File: src/rtl/core/kwm_pkg.sv
// Shared types and constants for the k-way sorted list merge.
`default_nettype none
package kwm_pkg;

	localparam int CAPACITY = 1024;
	localparam int AW = $clog2(CAPACITY);
	localparam int CW = AW + 1;
	localparam int VW = 32;
	localparam int QDEPTH = 2;

	typedef enum logic [1:0] {
		OP_PUSH  = 2'd0,
		OP_READ  = 2'd1,
		OP_CLEAR = 2'd2,
		OP_NONE  = 2'd3
	} op_t;

	typedef struct packed {
		op_t                   op;
		logic signed [VW-1:0]  value;
		logic                  eol;
	} item_t;

	typedef struct packed {
		logic  valid;
		item_t item;
	} queue_out_t;

	typedef enum logic [2:0] {
		ST_IDLE,
		ST_MRD,
		ST_MCMP,
		ST_CRD,
		ST_CWR,
		ST_RDOUT
	} state_t;

endpackage
`default_nettype wire

File: src/rtl/core/kwm_front.sv
// Front end: accepts and classifies commands and queues them for the back end.
`default_nettype none
module kwm_front
	import kwm_pkg::*;
(
	input  wire logic                 clk,
	input  wire logic                 arst_n,
	input  wire logic                 start,
	input  wire logic [1:0]           op,
	input  wire logic signed [VW-1:0] element_value,
	input  wire logic                 end_of_list,
	input  wire logic                 pop,
	output logic                      busy,
	output queue_out_t                qout
);

	localparam int PW = $clog2(QDEPTH);

	item_t          entry_q [QDEPTH];
	logic [PW-1:0]  wr_ptr_q;
	logic [PW-1:0]  rd_ptr_q;
	logic [PW:0]    count_q;
	op_t            cls;
	logic           push;
	logic           do_pop;

	always_comb begin
		case (op_t'(op))
			OP_PUSH:  cls = OP_PUSH;
			OP_READ:  cls = OP_READ;
			OP_CLEAR: cls = OP_CLEAR;
			default:  cls = OP_NONE;
		endcase
	end

	assign busy = (count_q == (PW+1)'(QDEPTH));
	assign push = start && !busy && (cls != OP_NONE);
	assign do_pop = pop && (count_q != '0);
	assign qout.valid = (count_q != '0);
	assign qout.item = entry_q[rd_ptr_q];

	always_ff @(posedge clk) begin
		if (push) begin
			entry_q[wr_ptr_q] <= '{op: cls, value: element_value, eol: end_of_list};
		end
	end

	always_ff @(posedge clk or negedge arst_n) begin
		if (!arst_n) begin
			wr_ptr_q <= '0;
			rd_ptr_q <= '0;
			count_q <= '0;
		end else begin
			if (push) begin
				wr_ptr_q <= (wr_ptr_q == PW'(QDEPTH - 1)) ? '0 : wr_ptr_q + PW'(1);
			end
			if (do_pop) begin
				rd_ptr_q <= (rd_ptr_q == PW'(QDEPTH - 1)) ? '0 : rd_ptr_q + PW'(1);
			end
			case ({push, do_pop})
				2'b10:   count_q <= count_q + (PW+1)'(1);
				2'b01:   count_q <= count_q - (PW+1)'(1);
				default: count_q <= count_q;
			endcase
		end
	end

endmodule
`default_nettype wire

File: config.mk
export PLATFORM = sky130hd
export DESIGN_NAME = kwm_front
export DESIGN_NICKNAME = d
export VERILOG_FILES = /design/src/rtl/core/kwm_pkg.sv /design/src/rtl/core/kwm_front.sv
export SDC_FILE = /design/constraint.sdc
export NUM_CORES = 1
export LEC_CHECK = 0
export BUFFER_PORTS_ARGS = -buffer_cell sky130_fd_sc_hd__buf_2
export CORE_ASPECT_RATIO = 0.9
export CORE_MARGIN = 3
export CORE_UTILIZATION = 55
export DETAILED_ROUTE_END_ITERATION = 16
export HOLD_SLACK_MARGIN = 0.1
export PLACE_DENSITY = 0.9
export REMOVE_ABC_BUFFERS = 1
export SLEW_MARGIN = 0
export SYNTH_ARGS = -nofsm -noshare
export SYNTH_HDL_FRONTEND = slang
export SYNTH_SLANG_ARGS = --single-unit
File: constraint.sdc
create_clock -name clk -period 6.1 [get_ports clk]
set_clock_uncertainty 0.05 [all_clocks]
set_input_delay 0.61 -clock clk [delete_from_list [all_inputs] [get_ports clk]]
set_output_delay 0.61 -clock clk [all_outputs]
set_load 0.01 [all_outputs]
==> impl_results.md, run 1 <==
* Via count at 1375
* Routed length per placed instance at 15.52 um
* Compound-Gate Fraction of Synth Area at 0%
* Initial antenna violation count at 0
* GRT Overall Usage at 15.11%
* Sequential area share after synthesis at 79.49%
* Fmax at 392.2 MHz
* Endpoints failing setup at 0
* Max FO, Critical Path at 26
* Post-Syn Area at 2770 sq um
* Ant diodes at 0
* Status: finished clean
* Yosys warnings at 0
* Unrepaired setup endpoints after global routing: no
* Main combinational cell family by area after synthesis: multiplexers
* Period Utilization, post-route at 41.79%
* Reg clk slew, reported paths at 60 ps
* Global-route wire length before repair at 6.230 mm
* Clk Latency, worst-skew pair at 320 ps
* Worst hold path type: in2reg
* Dpl hpwl at 2.834 mm
* Avg Inst Size Synth at 21.31 sq um
* Iteration-0 DRC Markers at 38
* Synth Area in Adders at 0.4517%
* Drt drc at 0
* P per Cell Area at 428.1 nW/um^2
* FF+latch count, synth at 74
* CTS Root Cell: clkbuf_8
* Fin. Hold Viols at 0
* Die X-Extent at 80.81 um
* Worst Path Required at 5440 ps
* Max IR drop VDD at 262.5 uV
* Clock tree buffer depth at 2
* CP Class: reg2out
* Pin count of the biggest net entering global routing at 36
* FF+latch area at 2202 sq um
* Clk sinks at 74
* IO buf count at 75
* Core area at 4662 sq um
* Post-cts sizing count at 0
* Vias in the first global route at 1350
* Worst Setup Start Kind: register
* Max Cap Violations at 0
* Mapped Cells at 130
* Crit path DAT at 1890 ps
* Initial Util at 59.42%
* Fin crit period at 2549 ps
* Slew HR at 34.18%
* Final wirelength at 4.283 mm
* Site row count at 23
* Leak Pwr at 1.264 nW
* H-tree depth at 3
* Post-CTS Repair Setup Buffers at 0
* Layout area overhead at 20.64%
* Max incr delay on CP at 610 ps
* Layout Nets at 252
* Footprint of the multi-input gates at 526.8 sq um
* TritonCTS clock tree: yes
* Layout fillers at 296
* Final TNS setup at 0 ps
* Die area at 5925 sq um
* Worst-margin pin slew at 984.9 ps
* Clock buffer count from CTS at 9
* Routability cong. at 0.6506
* Fraction of the mapped netlist area in simple logic gates at 2.213%
* Worst Setup End Kind: output pin
* Mux cell area share after synthesis at 14.23%
* Worst slack, placed at 3890 ps
* Ports at 76
* Yosys cell types at 16
* Gr ovfl total at 0
* Cells along the critical path: buf_4 -> mux2_2 -> buf_2
* Critical-path top delay cell: dfrtp_1
* Final Max Slew Viols at 0
* Worst setup margin at 3551 ps
* Ratio of cells with drive above 1 in the final layout at 57.94%
* Antenna viol nets, final at 0
* Die Y at 73.33 um
* Xor/xnor share of the synthesized area at 1.581%
* Vias per std cell at 4.982
* Pre-antenna DRT Iters at 3
cell families (layout without fill, tap and decap cells):
kind of cell / after synthesis / count (layout)
xor gates and xnor gates: 5 / 5
adders and majority gates: 1 / 1
buffers and inverters: 7 / 91
DFF: 74 / 74
muxes: 35 / 35
and+or+nand+nor: 8 / 8
cell type report:
class                      count  area share (%)
inverter                       1          0.1123
multi-input combinational     49           15.76
clock buffer                  11           3.931
tap                           62           2.321
timing repair buffer          77           11.76
clock inverter                 2          0.2246
sequential                    74           65.89
synthesized netlist by cell type:
master    number  area (sq um)
nor2_1         3         11.26
nand3b_4       1         20.02
inv_1          1         3.750
nand2_1        1         3.750
and2_4         1         8.760
mux2_1         2         22.52
xnor2_1        3         26.28
buf_6          4         45.04
mux2_2        33         371.6
clkbuf_1       2         7.510
nor2b_2        1         8.760
or2_4          1         8.760
edfxtp_1      70          2102
xor2_1         2         17.52
dfrtp_1        4         100.1
ha_1           1         12.51
critical path: cells and delay by family (launching register included):
family / cells / cell delay [ps]
buffers and inverters: 2 / 560
muxes: 1 / 390
DFF: 1 / 610
layout by cell type (no fill, tap or decap):
cell type / count
or2_4: 1
nor2_4: 2
dfrtp_1: 4
buf_4: 1
nand2_1: 1
xor2_1: 2
nor2b_2: 1
nor2_1: 1
edfxtp_1: 70
clkbuf_1: 2
clkbuf_8: 9
dlygate4sd3_1: 1
mux2_1: 2
clkinv_1: 2
xnor2_1: 3
mux2_2: 33
buf_2: 75
ha_1: 1
nand3b_4: 1
inv_1: 1
and2_4: 1
through the flow:
stage	std cells	hold WS, ps	power [mW]	instance area, sq um	util, %
after floorplan	124	264.4	0.9966	2718	-
after global placement	262	370.6	1.153	3193	68.49
after detailed placement	262	372.4	1.165	3193	68.49
after CTS	276	402.1	1.450	3342	71.69
after global routing	276	403.6	1.510	3342	71.69
final	276	421.4	1.431	3342	71.69
power by group:
group | total (mW) | internal (mW) | switching [mW]
combinational | 0.437 | 0.214 | 0.223
clock | 0.280 | 0.138 | 0.142
sequential | 0.713 | 0.670 | 0.0431
total | 1.43 | 1.02 | 0.408
metal layers:
metal / routed length, um / up-vias / GRT usage [%]
met5: 0 / - / 0
met4: 68 / 0 / 7.880
met3: 335 / 8 / 4.534
met2: 2011 / 67 / 23.43
met1: 1867 / 639 / 19.42
li1: - / 661 / -
final timing paths:
| kind | to | from | slack (ps) | depth (start not counted) |
|---|---|---|---|---|
| worst max-delay path | qout[30] | rd_ptr_q | 3550 | 3 |
| worst min-delay path | entry_q[0][32] | element_value[31] | 420 | 1 |
| worst max register to register | entry_q[1][17] | count_q[1] | 4120 | 3 |
| worst min register to register | count_q[1] | count_q[1] | 440 | 1 |
| max in group asynchronous | rd_ptr_q | arst_n | 5290 | 2 |
| min in group asynchronous | count_q[1] | arst_n | 580 | 2 |
state kept, by name (all words and copies together) (netlist names):
register	count
rd_ptr_q	1
wr_ptr_q	1
entry_q	70
count_q	2
what timing repair did:
| item | 4_1_cts | 5_1_grt |
|---|---|---|
| hold buffers | 1 | 0 |
| endpoints found under the setup margin | 0 | 0 |
| hold endpoints to repair | 4 | 0 |
Power figures use the tool's default switching activity.
==> run 2: changes to the inputs <==
--- a/config.mk
+++ b/config.mk
@@ -5,13 +5,14 @@
 export SDC_FILE = /design/constraint.sdc
 export NUM_CORES = 1
 export LEC_CHECK = 0
+export ABC_AREA = 1
 export BUFFER_PORTS_ARGS = -buffer_cell sky130_fd_sc_hd__buf_2
 export CORE_ASPECT_RATIO = 0.9
 export CORE_MARGIN = 3
-export CORE_UTILIZATION = 55
+export CORE_UTILIZATION = 51
 export DETAILED_ROUTE_END_ITERATION = 16
 export HOLD_SLACK_MARGIN = 0.1
-export PLACE_DENSITY = 0.9
+export PLACE_DENSITY = 0.85
 export REMOVE_ABC_BUFFERS = 1
 export SLEW_MARGIN = 0
 export SYNTH_ARGS = -nofsm -noshare
==> constraint.sdc (replaced) <==
create_clock -name clk -period 2.35 [get_ports clk]
set_clock_uncertainty 0.05 [all_clocks]
set_input_delay 0.235 -clock clk [delete_from_list [all_inputs] [get_ports clk]]
set_output_delay 0.235 -clock clk [all_outputs]
set_load 0.01 [all_outputs]
==> run 2 against run 1 <==
Against the previous run: synthesized area grew 1.6%; cell count grew 47%; clock power grew to 3.3 times the previous value; sequential share of layout area shrank 8.0 points; sequential power grew to 2.6 times the previous value; clock-buffer cell count shrank 2; utilization grew 0.29 points; flip-flop and latch count is the same.
==> impl_results.md, run 2 <==
* Crit path DAT at 1570 ps
* Global-route wire length before repair at 8.832 mm
* Fin crit period at 1856 ps
* Ratio of cells with drive above 1 in the final layout at 28.99%
* Worst Path Required at 2070 ps
* Layout Nets at 374
* Largest register FFs at 70
* Pre-antenna DRT Iters at 4
* Most common cell after layout, fill and taps aside: nand2_1
* Top-area cell type share of the netlist area at 74.67%
* Status: finished clean
* Commonest non-fill, non-tap cells in the layout: nand2_1 (116), buf_2 (75), edfxtp_1 (70), dlygate4sd3_1 (36), clkbuf_8 (9)
* Dpl hpwl at 3.422 mm
* Max Cap Violations at 0
* Clk sinks at 74
* Routed length per placed instance at 13.44 um
* Gr ovfl total at 0
* Post-Syn Area at 2815 sq um
* FF+latch count, synth at 74
* Worst-margin pin slew at 515.4 ps
* Final TNS setup at 0 ps
* Power, Total at 4.096 mW
* CTS Root Cell: clkbuf_8
* Routability cong. at 0.7201
* IO buf count at 75
* Worst Setup Start Kind: register
* Initial Util at 53.25%
* Period Utilization, post-route at 78.99%
* Die Y at 76.49 um
* Final Max Slew Viols at 0
* Fin. Hold Viols at 0
* Clock tree buffer depth at 2
* P per Cell Area at 1076 nW/um^2
* EDFF count, synth at 70
* GRT Overall Usage at 18.33%
* Die area at 6449 sq um
* Clock buffer count from CTS at 9
* Register with the most flip-flops: entry_q
* Initial antenna violation count at 0
* Clk Latency, worst-skew pair at 340 ps
* Pin count of the biggest net entering global routing at 37
* Leak Pwr at 1.689 nW
* Ports at 76
* Iteration-0 DRC Markers at 124
* Worst Reg-to-Reg Cells at 5
* Drt drc at 0
* Fmax at 538.7 MHz
* Avg Inst Size Synth at 12.97 sq um
* Ant diodes at 0
* Ys async rst share at 5.405%
* Ys flop type: edfxtp_1
* Max FO, Critical Path at 13
* Yosys top cell by area: edfxtp_1
* Top-count cell post-synth: nand2_1
* WHS at 137.0 ps
* Unrepaired setup endpoints after global routing: no
* Core area at 5286 sq um
* Layout area overhead at 35.16%
* Final wirelength at 5.443 mm
* Yosys warnings at 0
* Die X-Extent at 84.32 um
* Worst hold path type: in2reg
* Post-layout util at 71.98%
* Vias in the first global route at 1919
* Antenna viol nets, final at 0
* Largest registers: entry_q x70, count_q x2
* TritonCTS clock tree: yes
* Vias per std cell at 4.669
* Worst Setup End Kind: output pin
* Slew HR at 65.64%
* CP Class: reg2out
* Reg clk slew, reported paths at 70 ps
* Top cells by count, synth: nand2_1 (116), edfxtp_1 (70), inv_1 (8)
* H-tree depth at 3
* Sequential area share after synthesis at 78.22%
* Endpoints failing setup at 0
* Mapped Cells at 217
* Site row count at 25
* Yosys cell types at 15
* Largest cells by area after synthesis: edfxtp_1 (75%), nand2_1 (15%), dfrtp_1 (3.6%)
* Via count at 1891
* Hold depth at 3
* Max IR drop VDD at 612.4 uV
## run 2: changes by cell type after synthesis, moves of 3 or more
cell / delta
mux2_2: -33
inv_1: +7
nand2_1: +115
buf_4: +3
## run 2: final timing paths
| path | start | end | slack [ps] |
|---|---|---|---|
| hold / removal | pop | rd_ptr_q | 140 |
| setup reg to reg | count_q[0] | entry_q[1][29] | 720 |
| min in group asynchronous | arst_n | count_q[1] | 180 |
| max in group asynchronous | arst_n | count_q[0] | 1940 |
| setup / recovery | rd_ptr_q | qout[16] | 490 |
| hold reg to reg | wr_ptr_q | wr_ptr_q | 430 |
## run 2: stage by stage
step | worst slack [ps] | std cells | area [sq um]
detailed placement | 699.6 | 354 | 3262
floorplan | -198.2 | 208 | 2740
global placement | 783.1 | 354 | 3262
CTS | 467.5 | 405 | 3805
global route | 350.0 | 405 | 3805
finish | 493.7 | 405 | 3805
## run 2: logic make-up (layout without fill, tap and decap cells)
family                     Yosys count  after routing  share of synthesized area [%]
xor gates and xnor gates             1              1                         0.3112
adders and majority gates            1              1                         0.4444
DFF                                 74             74                          78.22
and+or+nand+nor                    123            123                          16.98
buffers and inverters               18            139                          4.044
## run 2: critical path, cell delays in order (launching register included)
cell,delay [ps]
dfrtp_1,670
buf_4,280
nand2_1,80
nand2_1,80
buf_2,130
## run 2: area by class of cell
type	instances	area [sq um]
Sequential cell	74	2202
Fill cell	364	1481
Timing Repair Buffer	115	790.8
Clock buffer	9	123.9
Clock inverter	6	58.81
Inverter	9	38.79
Multi-Input combinational cell	125	506.7
Tap cell	67	83.83
## run 2: routing by layer
metal | GRT usage, % | wire [um] | vias to the layer above
li1 | - | - | 956
met1 | 20.03 | 2147 | 863
met2 | 30.76 | 2836 | 60
met3 | 8.541 | 332 | 12
met4 | 7.395 | 126 | 0
met5 | 0 | 0 | -
## run 2: report_power, final
part	internal (mW)	switching (mW)
Combinational	0.509	0.841
Clock	0.478	0.434
Sequential	1.73	0.106
## run 2: repair_timing
| action | 4_1_cts | 5_1_grt |
|---|---|---|
| endpoints found under the hold margin | 74 | 0 |
| setup buffers | 0 | 0 |
| resized for setup | 0 | 0 |
| hold buffers | 36 | 0 |
| endpoints found under the setup margin | 0 | 0 |
==> run 3: changes to the inputs <==
==> constraint.sdc (replaced) <==
create_clock -name clk -period 1.8 [get_ports clk]
set_clock_uncertainty 0.05 [all_clocks]
set_input_delay 0.18 -clock clk [delete_from_list [all_inputs] [get_ports clk]]
set_output_delay 0.18 -clock clk [all_outputs]
set_load 0.01 [all_outputs]
==> run 3 against run 2 <==
Against the previous run: die area unchanged; setup slack got worse by 340 ps; via count increased by 3.1%; worst hold slack got worse by 4.6 ps; flip-flop and latch count unchanged; first-iteration DRC count decreased by 44%; utilization increased by 0.95 points; cell count increased by 1.2%; global-route usage increased by 0.89 points; sequential share of layout area decreased by 0.72 points; cell area increased by 1.3%; clock-buffer cell count increased by 1; critical endpoint is now qout[11].
==> impl_results.md, run 3 (synthesis results as in run 2) <==
* Status: finished clean
* Fin crit period at 1649 ps
* Site row count at 25
* Initial antenna violation count at 0
* Worst-margin pin slew at 278.6 ps
* Vias per std cell at 4.754
* Clk sinks at 74
* Reg clk slew, reported paths at 70 ps
* IO buf count at 75
* R2r setup slk at 270 ps
* Setup crit end: qout[11]
* Fin. Hold Viols at 0
* Post-CTS Repair Setup Buffers at 0
* Global-route wire length before repair at 9.425 mm
* Die area at 6449 sq um
* Final TNS setup at 0 ps
* Number of cells after detailed placement at 356
* Critical path origin: rd_ptr_q
* Final wirelength at 5.628 mm
* Slew HR at 81.38%
* Pre-antenna DRT Iters at 4
* Core area at 5286 sq um
* Clock tree buffer depth at 2
* CP Class: reg2out
* Routability cong. at 0.7869
* Ant diodes at 0
* Fmax at 606.4 MHz
* TritonCTS clock tree: yes
* Worst slack, placed at 275.7 ps
* GRT Overall Usage at 19.22%
* H-tree depth at 3
* P per Cell Area at 1437 nW/um^2
* Worst Path Required at 1570 ps
* Worst setup margin at 150.8 ps
* Launch point of the worst reg-to-reg path: count_q[0]
* Fin cells at 410
* Max IR drop VDD at 1016 uV
* Drt drc at 0
* Power, Total at 5.540 mW
* Post-layout util at 72.92%
* Critical R2R Capture: entry_q[1][12]
* Via count at 1949
* Initial Util at 53.25%
* Max FO, Critical Path at 36
* Clock buffer count from CTS at 9
* Commonest non-fill, non-tap cells in the layout: nand2_1 (116), buf_2 (75), edfxtp_1 (70), dlygate4sd3_1 (38), clkbuf_8 (9)
* Gr ovfl total at 0
* Max Cap Violations at 0
* Leak Pwr at 1.708 nW
* Layout area overhead at 36.93%
* Die Y at 76.49 um
* Unrepaired setup endpoints after global routing: no
* Largest register FFs at 70
* Period Utilization, post-route at 91.62%
* Ratio of cells with drive above 1 in the final layout at 29.15%
* Worst hold path type: in2async
* Clk Latency, worst-skew pair at 330 ps
* Iteration-0 DRC Markers at 70
* Antenna viol nets, final at 0
* Ports at 76
* Layout fillers at 365
* Routed length per placed instance at 13.73 um
* Endpoints failing setup at 0
* Dpl hpwl at 3.395 mm
* Worst Setup Start Kind: register
* CTS Root Cell: clkbuf_8
* Pin count of the biggest net entering global routing at 37
* Vias in the first global route at 2046
* Register with the most flip-flops: entry_q
* Crit path DAT at 1420 ps
* Final Max Slew Viols at 0
* Die X-Extent at 84.32 um
* Most common cell after layout, fill and taps aside: nand2_1
* Layout Nets at 378
* Worst Setup End Kind: output pin
* Worst Reg-to-Reg Cells at 5
* Largest registers: entry_q x70, count_q x2
[run 3: cell types whose count changed in the layout (fill, tap and decap cells not counted)]
cell and change:
dfrtp_1 -1, bufinv_16 +1, dlygate4sd3_1 +2, clkinvlp_4 +1, clkinv_4 -1, dfrtp_2 +1
buf_12 -1, clkinv_2 -2, clkbuf_1 +1, clkinv_1 +1, buf_4 +3
[run 3: repair_timing]
item,CTS,global route
endpoints found under the hold margin,76,0
resized for setup,1,0
endpoints found under the setup margin,5,0
hold buffers,38,0
[run 3: worst max-delay path, stage by stage, from the launching register on]
cell	delay, ps
dfrtp_2	510
inv_6	250
nand2_1	100
nand2_1	80
buf_2	130
[run 3: metrics by stage]
stage | cell area, sq um | hold WS, ps
after floorplan | 2740 | -165.6
after global placement | 3264 | -56.71
after detailed placement | 3264 | -57.13
after CTS | 3855 | 123.3
after global routing | 3855 | 121.3
final | 3855 | 132.4
[run 3: where the power goes]
part | total, mW | leakage [nW] | switching, mW | internal [mW]
Sequential | 2.40 | 0.693 | 0.138 | 2.26
Clock | 1.36 | 0.104 | 0.592 | 0.772
Combinational | 1.78 | 0.912 | 1.11 | 0.667
Total | 5.54 | 1.71 | 1.84 | 3.70
[run 3: worst min path at each step]
stage               startpoint         end  depth (start not counted)  slack [ps]
CTS                     arst_n    wr_ptr_q                          2         120
detailed placement      arst_n  count_q[0]                          1         -60
global placement        arst_n  count_q[1]                          1         -60
finish                  arst_n    wr_ptr_q                          2         130
global route            arst_n  count_q[0]                          2         120
floorplan               arst_n  count_q[0]                          0        -170
[run 3: per-layer routing]
layer / global-route usage (%) / vias to the layer above / share of wire, %
met2: 32.49 / 60 / 52
met5: 0 / - / 0
met1: 22.43 / 907 / 40
met3: 4.432 / 18 / 5.0
met4: 10.93 / 0 / 3.0
li1: - / 964 / -
[run 3: layout make-up]
cell class	count	area (sq um)	area share, %
clock buffers	10	127.6	3.311
clock inverters	6	81.33	2.110
inverters	9	38.79	1.006
multi-input cells	125	506.7	13.15
flip-flops and latches	74	2203	57.16
well taps	67	83.83	2.175
repair buffers	119	813.3	21.10
